## src/hdl/xrg_pkg.sv

```systemverilog
// Shared constants, state type and control and status structs of the xorshift128 range generator.
`default_nettype none

package xrg_pkg;

    localparam int WORD_W = 32;
    localparam int FRAC_W = 23;
    localparam int CNT_W  = $clog2(WORD_W);

    localparam int SHIFT_T_LEFT  = 11;
    localparam int SHIFT_T_RIGHT = 8;
    localparam int SHIFT_W_RIGHT = 19;

    localparam logic [WORD_W-1:0] SEED_MULT = 32'h6c07_8965;

    localparam logic [63:0] RESET_W2_WIDE = 64'h6c07_8965 * 64'd1 + 64'd1;
    localparam logic [63:0] RESET_W3_WIDE = 64'h6c07_8966 * 64'h6c07_8965 + 64'd1;

    localparam logic [WORD_W-1:0] RESET_W0 = 32'd0;
    localparam logic [WORD_W-1:0] RESET_W1 = 32'd1;
    localparam logic [WORD_W-1:0] RESET_W2 = RESET_W2_WIDE[WORD_W-1:0];
    localparam logic [WORD_W-1:0] RESET_W3 = RESET_W3_WIDE[WORD_W-1:0];

    localparam logic [1:0] SEED_STEPS = 2'd3;

    localparam logic FUNC_RAW   = 1'b0;
    localparam logic FUNC_RANGE = 1'b1;

    typedef enum logic [1:0] {
        ST_IDLE,
        ST_PREP,
        ST_DIV,
        ST_DONE
    } state_t;

    typedef struct packed {
        logic start;
    } mod_ctrl_t;

    typedef struct packed {
        logic busy;
        logic done;
    } mod_stat_t;

    typedef struct packed {
        logic advance;
    } gen_ctrl_t;

    typedef struct packed {
        logic busy;
    } gen_stat_t;

endpackage

`default_nettype wire

```

## src/hdl/xrg_if.sv

```systemverilog
// Request and response channel interfaces of the xorshift128 range generator.
`default_nettype none

interface xrg_req_if;
    logic                             valid;
    logic                             ready;
    logic                             func;
    logic signed [xrg_pkg::WORD_W-1:0] range_low;
    logic signed [xrg_pkg::WORD_W-1:0] range_high;

    modport source (output valid, output func, output range_low, output range_high,
                    input ready);
    modport sink   (input valid, input func, input range_low, input range_high,
                    output ready);
endinterface

interface xrg_rsp_if;
    logic                             valid;
    logic                             ready;
    logic        [xrg_pkg::WORD_W-1:0] raw_word;
    logic        [xrg_pkg::FRAC_W-1:0] fraction;
    logic signed [xrg_pkg::WORD_W-1:0] ranged;
    logic                             advanced;

    modport source (output valid, output raw_word, output fraction, output ranged,
                    output advanced, input ready);
    modport sink   (input valid, input raw_word, input fraction, input ranged,
                    input advanced, output ready);
endinterface

`default_nettype wire

```

## src/hdl/xrg_gen.sv

```systemverilog
// Generator state words with serial re-seeding and the xorshift step.
`default_nettype none

module xrg_gen (
    input  wire logic                       clk,
    input  wire logic                       rst_n,
    input  wire logic                       cfg_we,
    input  wire logic [xrg_pkg::WORD_W-1:0] cfg_data,
    input  wire xrg_pkg::gen_ctrl_t         ctrl,
    output xrg_pkg::gen_stat_t              stat,
    output logic      [xrg_pkg::WORD_W-1:0] new_word
);

    logic [xrg_pkg::WORD_W-1:0] w0_reg, w1_reg, w2_reg, w3_reg;
    logic [xrg_pkg::WORD_W-1:0] w0_next, w1_next, w2_next, w3_next;
    logic [1:0]                 seed_cnt_reg, seed_cnt_next;
    logic [xrg_pkg::WORD_W-1:0] t_word;
    logic [xrg_pkg::WORD_W-1:0] seed_prod;

    assign t_word    = w0_reg ^ (w0_reg << xrg_pkg::SHIFT_T_LEFT);
    assign new_word  = w3_reg ^ (w3_reg >> xrg_pkg::SHIFT_W_RIGHT)
                     ^ t_word ^ (t_word >> xrg_pkg::SHIFT_T_RIGHT);
    assign seed_prod = w3_reg * xrg_pkg::SEED_MULT + xrg_pkg::WORD_W'(1);

    assign stat.busy = (seed_cnt_reg != 2'd0);

    always_comb
    begin
        w0_next       = w0_reg;
        w1_next       = w1_reg;
        w2_next       = w2_reg;
        w3_next       = w3_reg;
        seed_cnt_next = seed_cnt_reg;
        if (cfg_we)
        begin
            w3_next       = cfg_data;
            seed_cnt_next = xrg_pkg::SEED_STEPS;
        end
        else if (seed_cnt_reg != 2'd0)
        begin
            w0_next       = w1_reg;
            w1_next       = w2_reg;
            w2_next       = w3_reg;
            w3_next       = seed_prod;
            seed_cnt_next = seed_cnt_reg - 2'd1;
        end
        else if (ctrl.advance)
        begin
            w0_next = w1_reg;
            w1_next = w2_reg;
            w2_next = w3_reg;
            w3_next = new_word;
        end
    end

    always_ff @(posedge clk or negedge rst_n)
    begin
        if (!rst_n)
        begin
            w0_reg       <= xrg_pkg::RESET_W0;
            w1_reg       <= xrg_pkg::RESET_W1;
            w2_reg       <= xrg_pkg::RESET_W2;
            w3_reg       <= xrg_pkg::RESET_W3;
            seed_cnt_reg <= 2'd0;
        end
        else
        begin
            w0_reg       <= w0_next;
            w1_reg       <= w1_next;
            w2_reg       <= w2_next;
            w3_reg       <= w3_next;
            seed_cnt_reg <= seed_cnt_next;
        end
    end

endmodule

`default_nettype wire

```

## src/hdl/xrg_mod.sv

```systemverilog
// Bit-serial restoring modulo unit, one dividend bit per cycle.
`default_nettype none

module xrg_mod (
    input  wire logic                       clk,
    input  wire logic                       rst_n,
    input  wire xrg_pkg::mod_ctrl_t         ctrl,
    input  wire logic [xrg_pkg::WORD_W-1:0] dividend,
    input  wire logic [xrg_pkg::WORD_W-1:0] divisor,
    output xrg_pkg::mod_stat_t              stat,
    output logic      [xrg_pkg::WORD_W-1:0] remainder
);

    localparam logic [xrg_pkg::CNT_W-1:0] LAST_BIT = xrg_pkg::CNT_W'(xrg_pkg::WORD_W - 1);

    logic [xrg_pkg::WORD_W-1:0] rem_reg, rem_next;
    logic [xrg_pkg::WORD_W-1:0] dvd_reg, dvd_next;
    logic [xrg_pkg::WORD_W-1:0] dvs_reg, dvs_next;
    logic [xrg_pkg::CNT_W-1:0]  cnt_reg, cnt_next;
    logic                       busy_reg, busy_next;
    logic                       done_reg, done_next;
    logic [xrg_pkg::WORD_W:0]   trial;
    logic [xrg_pkg::WORD_W:0]   trial_sub;
    logic                       fits;

    assign trial     = {rem_reg, dvd_reg[xrg_pkg::WORD_W-1]};
    assign fits      = (trial >= {1'b0, dvs_reg});
    assign trial_sub = trial - {1'b0, dvs_reg};

    assign stat.busy = busy_reg;
    assign stat.done = done_reg;
    assign remainder = rem_reg;

    always_comb
    begin
        rem_next  = rem_reg;
        dvd_next  = dvd_reg;
        dvs_next  = dvs_reg;
        cnt_next  = cnt_reg;
        busy_next = busy_reg;
        done_next = 1'b0;
        if (ctrl.start)
        begin
            rem_next  = '0;
            dvd_next  = dividend;
            dvs_next  = divisor;
            cnt_next  = '0;
            busy_next = 1'b1;
        end
        else if (busy_reg)
        begin
            rem_next = fits ? trial_sub[xrg_pkg::WORD_W-1:0] : trial[xrg_pkg::WORD_W-1:0];
            dvd_next = dvd_reg << 1;
            cnt_next = cnt_reg + xrg_pkg::CNT_W'(1);
            if (cnt_reg == LAST_BIT)
            begin
                busy_next = 1'b0;
                done_next = 1'b1;
            end
        end
    end

    always_ff @(posedge clk or negedge rst_n)
    begin
        if (!rst_n)
        begin
            cnt_reg  <= '0;
            busy_reg <= 1'b0;
            done_reg <= 1'b0;
        end
        else
        begin
            cnt_reg  <= cnt_next;
            busy_reg <= busy_next;
            done_reg <= done_next;
        end
    end

    always_ff @(posedge clk)
    begin
        rem_reg <= rem_next;
        dvd_reg <= dvd_next;
        dvs_reg <= dvs_next;
    end

endmodule

`default_nettype wire

```

## src/hdl/xorshift128_range_generator.sv

```systemverilog
// Top level of the xorshift128 range generator: request control and response register.
//
//  channel | dir | handshake             | word
//  --------+-----+-----------------------+------------------------------------------
//  cfg     | in  | cfg_we                | cfg_data: seed
//  req     | in  | req.valid & req.ready | func, range_low, range_high
//  rsp     | out | rsp.valid & rsp.ready | raw_word, fraction, ranged, advanced
//
//  Raw draw and equal-bound draw: the request passes through ST_PREP and ST_DONE into the response register.
//  Range draw: adds ST_DIV for the bit-serial modulo unit (one bit per cycle).
//  A seed write holds req.ready low while cfg_we is high and while the state words fill.
//  Reset loads the state words seeded from zero; no clearing pass.
//  A stalled response holds in the response register; the next word is taken meanwhile.
`default_nettype none

module xorshift128_range_generator (
    input  wire logic                       clk,
    input  wire logic                       rst_n,
    input  wire logic                       cfg_we,
    input  wire logic [xrg_pkg::WORD_W-1:0] cfg_data,
    xrg_req_if.sink                         req,
    xrg_rsp_if.source                       rsp
);

    xrg_pkg::state_t state_reg, state_next;

    xrg_pkg::gen_ctrl_t gen_ctrl;
    xrg_pkg::gen_stat_t gen_stat;
    xrg_pkg::mod_ctrl_t mod_ctrl;
    xrg_pkg::mod_stat_t mod_stat;

    logic [xrg_pkg::WORD_W-1:0] new_word;
    logic [xrg_pkg::WORD_W-1:0] remainder;

    logic                       func_reg, func_next;
    logic [xrg_pkg::WORD_W-1:0] lo_reg, lo_next;
    logic [xrg_pkg::WORD_W-1:0] hi_reg, hi_next;
    logic [xrg_pkg::WORD_W-1:0] raw_reg, raw_next;
    logic [xrg_pkg::WORD_W-1:0] rng_reg, rng_next;
    logic                       adv_reg, adv_next;

    logic [xrg_pkg::WORD_W-1:0] out_raw_reg, out_raw_next;
    logic [xrg_pkg::WORD_W-1:0] out_rng_reg, out_rng_next;
    logic                       out_adv_reg, out_adv_next;
    logic                       out_valid_reg, out_valid_next;

    logic                       swap;
    logic [xrg_pkg::WORD_W-1:0] lo_ord;
    logic [xrg_pkg::WORD_W-1:0] hi_ord;
    logic [xrg_pkg::WORD_W-1:0] diff;
    logic                       step;
    logic                       need_mod;
    logic                       accept;
    logic                       out_load;

    assign swap     = ($signed(lo_reg) > $signed(hi_reg));
    assign lo_ord   = swap ? hi_reg : lo_reg;
    assign hi_ord   = swap ? lo_reg : hi_reg;
    assign diff     = hi_ord - lo_ord;
    assign need_mod = (func_reg == xrg_pkg::FUNC_RANGE) && (diff != '0);
    assign step     = (func_reg == xrg_pkg::FUNC_RAW) || need_mod;
    assign accept   = req.valid && req.ready;

    xrg_gen u_gen (
        .clk      (clk),
        .rst_n    (rst_n),
        .cfg_we   (cfg_we),
        .cfg_data (cfg_data),
        .ctrl     (gen_ctrl),
        .stat     (gen_stat),
        .new_word (new_word)
    );

    xrg_mod u_mod (
        .clk       (clk),
        .rst_n     (rst_n),
        .ctrl      (mod_ctrl),
        .dividend  (new_word),
        .divisor   (diff),
        .stat      (mod_stat),
        .remainder (remainder)
    );

    always_comb
    begin
        state_next = state_reg;
        case (state_reg)
            xrg_pkg::ST_IDLE:
                if (accept)
                    state_next = xrg_pkg::ST_PREP;
            xrg_pkg::ST_PREP:
                state_next = need_mod ? xrg_pkg::ST_DIV : xrg_pkg::ST_DONE;
            xrg_pkg::ST_DIV:
                if (mod_stat.done)
                    state_next = xrg_pkg::ST_DONE;
            xrg_pkg::ST_DONE:
                if (!out_valid_reg || rsp.ready)
                    state_next = xrg_pkg::ST_IDLE;
            default:
                state_next = xrg_pkg::ST_IDLE;
        endcase
    end

    always_comb
    begin
        req.ready        = 1'b0;
        gen_ctrl.advance = 1'b0;
        mod_ctrl.start   = 1'b0;
        out_load         = 1'b0;
        case (state_reg)
            xrg_pkg::ST_IDLE:
                req.ready = !gen_stat.busy && !cfg_we;
            xrg_pkg::ST_PREP:
            begin
                gen_ctrl.advance = step;
                mod_ctrl.start   = need_mod;
            end
            xrg_pkg::ST_DIV:
                ;
            xrg_pkg::ST_DONE:
                out_load = !out_valid_reg || rsp.ready;
            default:
                ;
        endcase
    end

    always_comb
    begin
        func_next = func_reg;
        lo_next   = lo_reg;
        hi_next   = hi_reg;
        raw_next  = raw_reg;
        rng_next  = rng_reg;
        adv_next  = adv_reg;
        if (accept)
        begin
            func_next = req.func;
            lo_next   = req.range_low;
            hi_next   = req.range_high;
        end
        if (state_reg == xrg_pkg::ST_PREP)
        begin
            lo_next  = lo_ord;
            raw_next = step ? new_word : '0;
            adv_next = step;
            rng_next = (func_reg == xrg_pkg::FUNC_RANGE) ? lo_ord : '0;
        end
        if ((state_reg == xrg_pkg::ST_DIV) && mod_stat.done)
            rng_next = lo_reg + remainder;
    end

    always_comb
    begin
        out_raw_next   = out_raw_reg;
        out_rng_next   = out_rng_reg;
        out_adv_next   = out_adv_reg;
        out_valid_next = out_valid_reg && !rsp.ready;
        if (out_load)
        begin
            out_raw_next   = raw_reg;
            out_rng_next   = rng_reg;
            out_adv_next   = adv_reg;
            out_valid_next = 1'b1;
        end
    end

    always_ff @(posedge clk or negedge rst_n)
    begin
        if (!rst_n)
        begin
            state_reg     <= xrg_pkg::ST_IDLE;
            out_valid_reg <= 1'b0;
        end
        else
        begin
            state_reg     <= state_next;
            out_valid_reg <= out_valid_next;
        end
    end

    always_ff @(posedge clk)
    begin
        func_reg    <= func_next;
        lo_reg      <= lo_next;
        hi_reg      <= hi_next;
        raw_reg     <= raw_next;
        rng_reg     <= rng_next;
        adv_reg     <= adv_next;
        out_raw_reg <= out_raw_next;
        out_rng_reg <= out_rng_next;
        out_adv_reg <= out_adv_next;
    end

    assign rsp.valid    = out_valid_reg;
    assign rsp.raw_word = out_raw_reg;
    assign rsp.fraction = out_raw_reg[xrg_pkg::FRAC_W-1:0];
    assign rsp.ranged   = out_rng_reg;
    assign rsp.advanced = out_adv_reg;

    a_mod_only_in_div: assert property (@(posedge clk) disable iff (!rst_n)
        mod_stat.busy |-> (state_reg == xrg_pkg::ST_DIV))
        else $error("modulo unit busy outside the divide state");

    a_load_when_free: assert property (@(posedge clk) disable iff (!rst_n)
        out_load |-> (!out_valid_reg || rsp.ready))
        else $error("response register overwritten while still pending");

    a_done_after_start: assert property (@(posedge clk) disable iff (!rst_n)
        mod_ctrl.start |=> (state_reg == xrg_pkg::ST_DIV) && mod_stat.busy)
        else $error("divide did not start after request preparation");

    a_no_step_no_word: assert property (@(posedge clk) disable iff (!rst_n)
        (rsp.valid && !rsp.advanced) |-> (rsp.raw_word == '0))
        else $error("raw word nonzero on a response without a step");

endmodule

`default_nettype wire

```

## src/flat_wrapper.sv

```systemverilog
// flat-port wrapper written by rule: the top's interface ports become plain ports
module xorshift128_range_generator_flat 
  (clk, rst_n, cfg_we, cfg_data, req_valid, req_func, req_range_low, req_range_high, req_ready, rsp_valid, rsp_raw_word, rsp_fraction, rsp_ranged, rsp_advanced, rsp_ready);
  xrg_req_if req_i ();
  xrg_rsp_if rsp_i ();
  input  wire logic clk;
  input  wire logic rst_n;
  input  wire logic cfg_we;
  input  wire logic [xrg_pkg::WORD_W-1:0] cfg_data;
  input wire logic [$bits(req_i.valid)-1:0] req_valid;
  input wire logic [$bits(req_i.func)-1:0] req_func;
  input wire logic [$bits(req_i.range_low)-1:0] req_range_low;
  input wire logic [$bits(req_i.range_high)-1:0] req_range_high;
  output wire logic [$bits(req_i.ready)-1:0] req_ready;
  output wire logic [$bits(rsp_i.valid)-1:0] rsp_valid;
  output wire logic [$bits(rsp_i.raw_word)-1:0] rsp_raw_word;
  output wire logic [$bits(rsp_i.fraction)-1:0] rsp_fraction;
  output wire logic [$bits(rsp_i.ranged)-1:0] rsp_ranged;
  output wire logic [$bits(rsp_i.advanced)-1:0] rsp_advanced;
  input wire logic [$bits(rsp_i.ready)-1:0] rsp_ready;
  assign req_i.valid = req_valid;
  assign req_i.func = req_func;
  assign req_i.range_low = req_range_low;
  assign req_i.range_high = req_range_high;
  assign req_ready = req_i.ready;
  assign rsp_valid = rsp_i.valid;
  assign rsp_raw_word = rsp_i.raw_word;
  assign rsp_fraction = rsp_i.fraction;
  assign rsp_ranged = rsp_i.ranged;
  assign rsp_advanced = rsp_i.advanced;
  assign rsp_i.ready = rsp_ready;
  xorshift128_range_generator u_core (.clk(clk), .rst_n(rst_n), .cfg_we(cfg_we), .cfg_data(cfg_data), .req(req_i), .rsp(rsp_i));
endmodule
```

## config.mk

```make
export PLATFORM = sky130hd
export DESIGN_NAME = xorshift128_range_generator_flat
export DESIGN_NICKNAME = d
export VERILOG_FILES = /design/src/hdl/xrg_pkg.sv /design/src/hdl/xrg_if.sv /design/src/hdl/xrg_gen.sv /design/src/hdl/xrg_mod.sv /design/src/hdl/xorshift128_range_generator.sv /design/src/flat_wrapper.sv
export SDC_FILE = /design/constraint.sdc
export NUM_CORES = 1
export LEC_CHECK = 0
export BUFFER_PORTS_ARGS = -buffer_cell sky130_fd_sc_hd__buf_2
export CAP_MARGIN = 10
export CORE_MARGIN = 5
export CORE_UTILIZATION = 47
export CTS_BUF_LIST = sky130_fd_sc_hd__clkbuf_2 sky130_fd_sc_hd__clkbuf_4 sky130_fd_sc_hd__clkbuf_8
export DETAILED_ROUTE_END_ITERATION = 16
export PLACE_DENSITY = 0.67
export SLEW_MARGIN = 20
export SYNTH_ARGS = -nofsm -noshare
export SYNTH_HDL_FRONTEND = slang
export SYNTH_SLANG_ARGS = --single-unit
```

## constraint.sdc

```tcl
create_clock -name clk -period 6.5 [get_ports clk]
set_input_delay 1.3 -clock clk [delete_from_list [all_inputs] [get_ports clk]]
set_output_delay 1.3 -clock clk [all_outputs]
set_load 0.05 [all_outputs]
```

# --- Word level (Yosys, flattened, before mapping) ---
# Cells that the tools add are included.
totals:
  reg_bits: 431
  in_bits: 102
  out_inout_bits: 90
  elab_cells: 105
classes:
  n_addsub: 6
  n_mul: 1
  magnitude_cmp: 2
  n_eq_ne: 7
  n_mux: 39
  bitwise_logic: 6
  n_reduce_logical: 22
ops:
  columns: ["cell", "count"]
  rows:
  - ["32-bit two-way mux", 19]
  - ["32-bit subtractor", 2]
  - ["32-bit bitwise XOR", 2]
  - ["33-bit by 32-bit greater-or-equal comparator with 1-bit output", 1]
  - ["32-bit by 1-bit adder with 32-bit output, second input constant", 1]
  - ["32-bit adder", 1]
  - ["32-bit greater-than comparator", 1]
  - ["32-bit by 31-bit multiplier with 32-bit output, second input constant", 1]
  - ["32-bit nonzero test", 1]
  - ["32-bit by 13-bit bitwise XOR with 32-bit output", 1]
  - ["32-bit by 24-bit bitwise XOR with 32-bit output", 1]
  - ["1-bit two-way mux", 12]
  - ["2-bit nonzero test", 6]
  - ["2-bit two-way mux", 5]
  - ["5-bit two-way mux", 2]
  - ["2-bit one-hot mux with 4 select lines", 1]
  - ["5-bit by 1-bit adder with 5-bit output, second input constant", 1]
  - ["5-bit == test, second input constant", 1]
  - ["1-bit logical AND", 5]
  - ["2-bit == test, second input constant", 2]
  - ["1-bit zero test", 4]
  - ["2-bit by 1-bit inequality test with 1-bit output, second input constant", 2]
  - ["3-bit AND reduction", 1]
  - ["3-bit nonzero test", 1]
  - ["other kinds (7)", 9]

# --- Depth between registers and ports, before layout ---
depth:
  ltp_word: 10
  mapped_depth: 27
  mapped_depth_nobuf: 27

# --- By module ---
# From an unflattened synthesis, not the netlist that was laid out.
unflattened:
  cells_unflattened: 3050
  area_unflattened_um2: 32212.1
by_module_without_submodules:
  columns: ["module", "instances", "cells_each", "area_each_um2", "seq_area_each_um2"]
  rows:
  - ["xrg_gen", 1, 1303, 14037.2, 3294.4]
  - ["xorshift128_range_generator", 1, 1168, 12301.8, 5930.7]
  - ["xrg_mod", 1, 579, 5873.1, 2737.6]

# --- Worst setup path after synthesis ---
# OpenSTA, ideal clock, no wires.
synth_path:
  path_kind: "reg2reg"
  from: "register u_core.u_gen.w3_reg[11] (netlist bit)"
  to: "register u_core.u_gen.w3_reg[28] (netlist bit)"
  setup_time_ps: 79
  arrival_ps: 6621
  required_time_ps: 6421
  path_slack_ps: -200
  path_stages_with_launch: 27
  period_less_slack_ps: 6700
  path_cell_list: "dfstp_2 ha_1 ha_1 inv_1 fa_1 inv_1 fa_1 fa_1 inv_1 fa_1 fa_1 inv_1 fa_1 ha_1 and3_1 nand3_1 nand2_1 a41oi_1 a2111oi_0 nor2_1 a21oi_1 a21o_1 a21oi_1 xor2_1 o21ai_0 o211ai_1 o21ai_0"
synth_via:
  elab_chain_len: 4
synth_rtl:
  columns: ["item", "line", "source"]
  rows:
  - ["start, declared", "xrg_gen.sv:14", "logic [xrg_pkg::WORD_W-1:0] w0_reg, w1_reg, w2_reg, w3_reg;"]
  - ["start signal, assigned", "xrg_gen.sv:63", "w3_reg <= xrg_pkg::RESET_W3;"]
  - ["start signal, assigned", "xrg_gen.sv:71", "w3_reg <= w3_next;"]
  - ["32-bit by 31-bit multiplier with 32-bit output", "xrg_gen.sv:23", "assign seed_prod = w3_reg * xrg_pkg::SEED_MULT + xrg_pkg::WORD_W'(1);"]
  - ["32-bit by 1-bit adder with 32-bit output", "xrg_gen.sv:23", null]
  - ["32-bit two-way mux", "xrg_gen.sv:39", "else if (seed_cnt_reg != 2'd0)"]
  - ["32-bit two-way mux", "xrg_gen.sv:34", "if (cfg_we)"]
# No other way between the ends.
# A chain may end at the register's enable or synchronous reset.

# --- Worst setup path after layout ---
layout_path:
  from: "register u_core.u_gen.w3_reg[12] (netlist bit)"
  to: "register u_core.u_gen.w3_reg[28] (netlist bit)"
# The elaborated chain is that of the path after synthesis.

==> impl_table.tex <==
\begin{tabular}{lr}
\hline
Metric & Value \\
\hline
\multicolumn{2}{l}{\textbf{Worst hold path}} \\
\quad Number of stages on the worst hold path & 0 \\
\quad Hold Path Origin & u\_core.raw\_reg[24] \\
\quad HP Class & register to register \\
\quad Worst Hold Endpoint & u\_core.rsp.raw\_word[24] \\
\multicolumn{2}{l}{\textbf{Critical path}} \\
\quad Arrival time reported for the critical path endpoint & 7.16 ns \\
\quad Worst reg2reg path endpoint & u\_core.u\_gen.w3\_reg[28] \\
\quad Critical Path Most Common Cell & sky130\_fd\_sc\_hd\_\_fa\_1 \\
\quad Critical Setup Path Class & register to register \\
\quad Critical-path maximum fanout & 4 \\
\quad Crit Reg-Reg Startpoint & u\_core.u\_gen.w3\_reg[12] \\
\quad Worst reg2reg path depth & 28 \\
\quad Highest cell delay on the worst timing path & between 0.5 and 0.6 ns \\
\quad Worst Path Required & roughly 7.1 ns \\
\quad Reg2Reg Setup Slack & -0.07 ns \\
\quad Kind of capture point of the worst setup path & register \\
\quad Slowest cell on the critical path & sky130\_fd\_sc\_hd\_\_fa\_1 \\
\quad Startpoint class of the critical path & register \\
\multicolumn{2}{l}{\textbf{Synthesis}} \\
\quad Synth top area share & 0.245 \\
\quad Sequential share of the synthesized area & 0.377 \\
\quad Number of register bits inferred by synthesis & roughly 430 \\
\quad Post-synthesis instance area & around 32000 sq um \\
\quad Adder and majority gate portion of the synthesized area & 0.218 \\
\quad Synth area leader & sky130\_fd\_sc\_hd\_\_edfxtp\_1 \\
\quad Most frequently used flop master after synthesis & sky130\_fd\_sc\_hd\_\_edfxtp\_1 \\
\quad Compound-Gate Fraction of Synth Area & 0.116 \\
\quad Post-synthesis share of cell area spent on and, or, nand and nor gates & 0.0931 \\
\quad Multiplexer area fraction after synthesis & 0.0668 \\
\quad Most frequent cells after synthesis & sky130\_fd\_sc\_hd\_\_inv\_1, sky130\_fd\_sc\_hd\_\_ha\_1, sky130\_fd\_sc\_hd\_\_edfxtp\_1, sky130\_fd\_sc\_hd\_\_nor2\_1, sky130\_fd\_sc\_hd\_\_a21oi\_1 \\
\quad Most repeated cell in the gate-level netlist after synthesis & sky130\_fd\_sc\_hd\_\_inv\_1 \\
\quad Dominant combinational cell family by area after synthesis & adder cells \\
\quad Number of enable flip-flop cells after synthesis & 259 \\
\quad Leading post-synthesis cells by cell area & sky130\_fd\_sc\_hd\_\_edfxtp\_1, sky130\_fd\_sc\_hd\_\_ha\_1, sky130\_fd\_sc\_hd\_\_fa\_1 \\
\quad Area share of xor/xnor cells in the synthesized design & 0.0582 \\
\quad Number of unique standard cell types used by synthesis & 93 \\
\quad Fraction of synthesis flops using an asynchronous set or reset pin & 0.325 \\
\quad Mapped Avg Cell Area & roughly 10 sq um \\
\quad Instance count of the mapped netlist & around 3100 \\
\quad Total nets after synthesis & roughly 3600 \\
\quad Number of warnings issued by yosys & 0 \\
\multicolumn{2}{l}{\textbf{Clock network}} \\
\quad Number of buffers on the longest clock path & 3 \\
\quad Cts bufs inserted & 77 \\
\quad Clock-pin transition on the worst setup and hold timing paths & about 0.060 ns \\
\quad H-tree depth & 3 \\
\quad Buffer type at the clock tree root & sky130\_fd\_sc\_hd\_\_clkbuf\_8 \\
\quad Cts-stage hold buffer count & 0 \\
\quad CTS tree & yes \\
\quad Later-pin clock latency in the skew report & 0.69 ns \\
\quad Clk sink count & $\sim$430 \\
\multicolumn{2}{l}{\textbf{Floorplanning}} \\
\quad FP Rows & 95 \\
\quad Number of top-level design ports & approximately 190 \\
\quad Core region area & $\sim$67000 sq um \\
\quad Overall die width & between 200 and 300 um \\
\quad Vertical die dimension & between 200 and 300 um \\
\quad Initial core utilization & 0.473 \\
\quad Full die area & roughly 73000 sq um \\
\multicolumn{2}{l}{\textbf{Timing}} \\
\quad Slew at the pin with the worst max-slew slack & 1.10 ns \\
\quad Final hold violation count & 0 \\
\quad Final count of pins violating max slew & 0 \\
\quad Setup repair after global routing missed its margin & true \\
\quad Final total negative setup slack & -0.134 ns \\
\quad Fin crit period & 6.57 ns \\
\quad Fin worst setup slack & -0.0660 ns \\
\quad Max transition margin & 0.260 \\
\quad Worst-case clock skew & 0.0588 ns \\
\quad Total setup violations reported at the end of the flow & 4 \\
\quad Portion of the clock cycle consumed by the worst path in the final layout & 1.01 \\
\quad Maximum frequency from static timing analysis & 0.152 GHz \\
\multicolumn{2}{l}{\textbf{Route}} \\
\quad Starting DRC count in detailed routing & between 2000 and 2500 \\
\quad DRC viols & 0 \\
\quad First-pass iteration count of the detailed router & 5 \\
\quad Vias per cell & $\sim$5.5 \\
\quad Post-route ant nets & 0 \\
\quad Via count & about 24000 \\
\quad Average wire length per cell after detail routing & around 21 um \\
\quad Final wirelength & 92300 um \\
\multicolumn{2}{l}{\textbf{Placement}} \\
\quad Sum of net half-perimeters after detailed placement & slightly above 70000 um \\
\quad Pre-CTS setup slack & -0.291 ns \\
\quad Global placement routability congestion & 0.951 \\
\quad Buffers on Ports & around 190 \\
\quad Post-DP Area & 35200 sq um \\
\multicolumn{2}{l}{\textbf{Layout}} \\
\quad Final net count & 4019 \\
\quad Area grow syn2layout & 17.0\% \\
\quad Share of final-layout standard cells stronger than drive strength 1 & 0.208 \\
\quad Final Instance Area & about 37000 sq um \\
\quad Final Core Density & 0.554 \\
\multicolumn{2}{l}{\textbf{GRT}} \\
\quad First-pass GRT wire length & around 140000 um \\
\quad Global-route usage over all layers & 0.249 \\
\quad Largest net degree at the start of global routing & between 70 and 80 \\
\quad Number of global-route vias before repair & between 20000 and 25000 \\
\quad Antenna violations before repair & 5 \\
\quad Global route total overflow & 0 \\
\multicolumn{2}{l}{\textbf{Status}} \\
\quad Failing checks & negative setup slack \\
\quad Status & finished, violations left \\
\multicolumn{2}{l}{\textbf{Run}} \\
\quad Max-capacitance violation count & 0 \\
\hline
\end{tabular}
routing by layer:
| metal | global-route usage | wire [um] |
|---|---|---|
| met5 | 0 | 13 |
| met4 | 0.0806 | 3090 |
| met1 | 0.346 | 39600 |
| met3 | 0.0448 | 7290 |
| met2 | 0.397 | 42200 |
how the worst max path moves through the flow:
stage | slack (ns) | cells past startpoint | end | start
after global placement | -0.13 | 27 | u_core.u_gen.w3_reg[31] | u_core.u_gen.w3_reg[11]
after global routing | -0.33 | 27 | u_core.u_gen.w3_reg[31] | u_core.u_gen.w3_reg[13]
after CTS | -0.006 | 27 | u_core.u_gen.w3_reg[31] | u_core.u_gen.w3_reg[13]
final | -0.07 | 28 | u_core.u_gen.w3_reg[28] | u_core.u_gen.w3_reg[12]
after floorplan | 0.02 | 25 | u_core.u_gen.w3_reg[27] | u_core.u_gen.w3_reg[11]
after detailed placement | -0.29 | 27 | u_core.u_gen.w3_reg[31] | u_core.u_gen.w3_reg[11]
area by class of cell:
class | instances | area, sq um
diodes | 1 | 2.50
clock buffers | 105 | 1300
clock inverters | 36 | 314
fillers | 5775 | 30000
inverters | 438 | 1640
multi-input cells | 2068 | 17900
flip-flops and latches | 431 | 12000
well taps | 873 | 1090
repair buffers | 438 | 2980
logic make-up (layout without fill, tap and decap cells):
kind of cell | Yosys count | in the layout
DFF | 431 | 431
other | 0 | 1
AOI/OAI and AO/OA | 571 | 571
xor gates and xnor gates | 211 | 211
muxes | 196 | 196
buffers and inverters | 562 | 1017
adders and majority gates | 463 | 463
and+or+nand+nor | 627 | 627
layout by cell type, fill, tap and decap left out, types with 34 or more instances in the layout:
| cell type | n |
|---|---|
| sky130_fd_sc_hd__edfxtp_1 | 259 |
| sky130_fd_sc_hd__ha_1 | 303 |
| sky130_fd_sc_hd__xnor2_1 | 152 |
| sky130_fd_sc_hd__a21oi_1 | 171 |
| sky130_fd_sc_hd__o21ai_0 | 100 |
| sky130_fd_sc_hd__dfrtp_1 | 106 |
| sky130_fd_sc_hd__nand3_1 | 42 |
| sky130_fd_sc_hd__nor2_1 | 224 |
| sky130_fd_sc_hd__a211oi_1 | 42 |
| sky130_fd_sc_hd__buf_2 | 190 |
| sky130_fd_sc_hd__mux2i_1 | 67 |
| sky130_fd_sc_hd__nand2_1 | 145 |
| sky130_fd_sc_hd__nor3_1 | 34 |
| sky130_fd_sc_hd__nor2b_1 | 40 |
| sky130_fd_sc_hd__xor2_1 | 58 |
| sky130_fd_sc_hd__buf_4 | 233 |
| sky130_fd_sc_hd__fa_1 | 148 |
| sky130_fd_sc_hd__clkbuf_8 | 82 |
| sky130_fd_sc_hd__mux2_2 | 54 |
| sky130_fd_sc_hd__inv_1 | 432 |
| sky130_fd_sc_hd__mux2_1 | 72 |
per-stage QoR:
stage               cells  hold slack (ns)
detailed placement   4234            0.405
CTS                  4382            0.417
global route         4390            0.423
floorplan            3061            0.400
finish               4390            0.418
global placement     4234            0.401
what timing repair did:
action | in CTS | in global routing
setup buffers | 7 | 7
gates cloned | 0 | 0
gates resized for setup | 19 | 38
setup endpoints to repair | 84 | 291
pin swaps | 29 | 20
worst max-delay path: cells and delay by family, from the launching register on:
family                     cells  cell delay (ns)
AOI/OAI and AO/OA              8             1.18
xor gates and xnor gates       1             0.15
adders and majority gates      9             3.86
buffers and inverters          6             0.50
DFF                            1             0.40
and+or+nand+nor                4             0.41
Power is not shown: default switching activity piles up to over one toggle a cycle in this logic, so the estimate is an artifact.
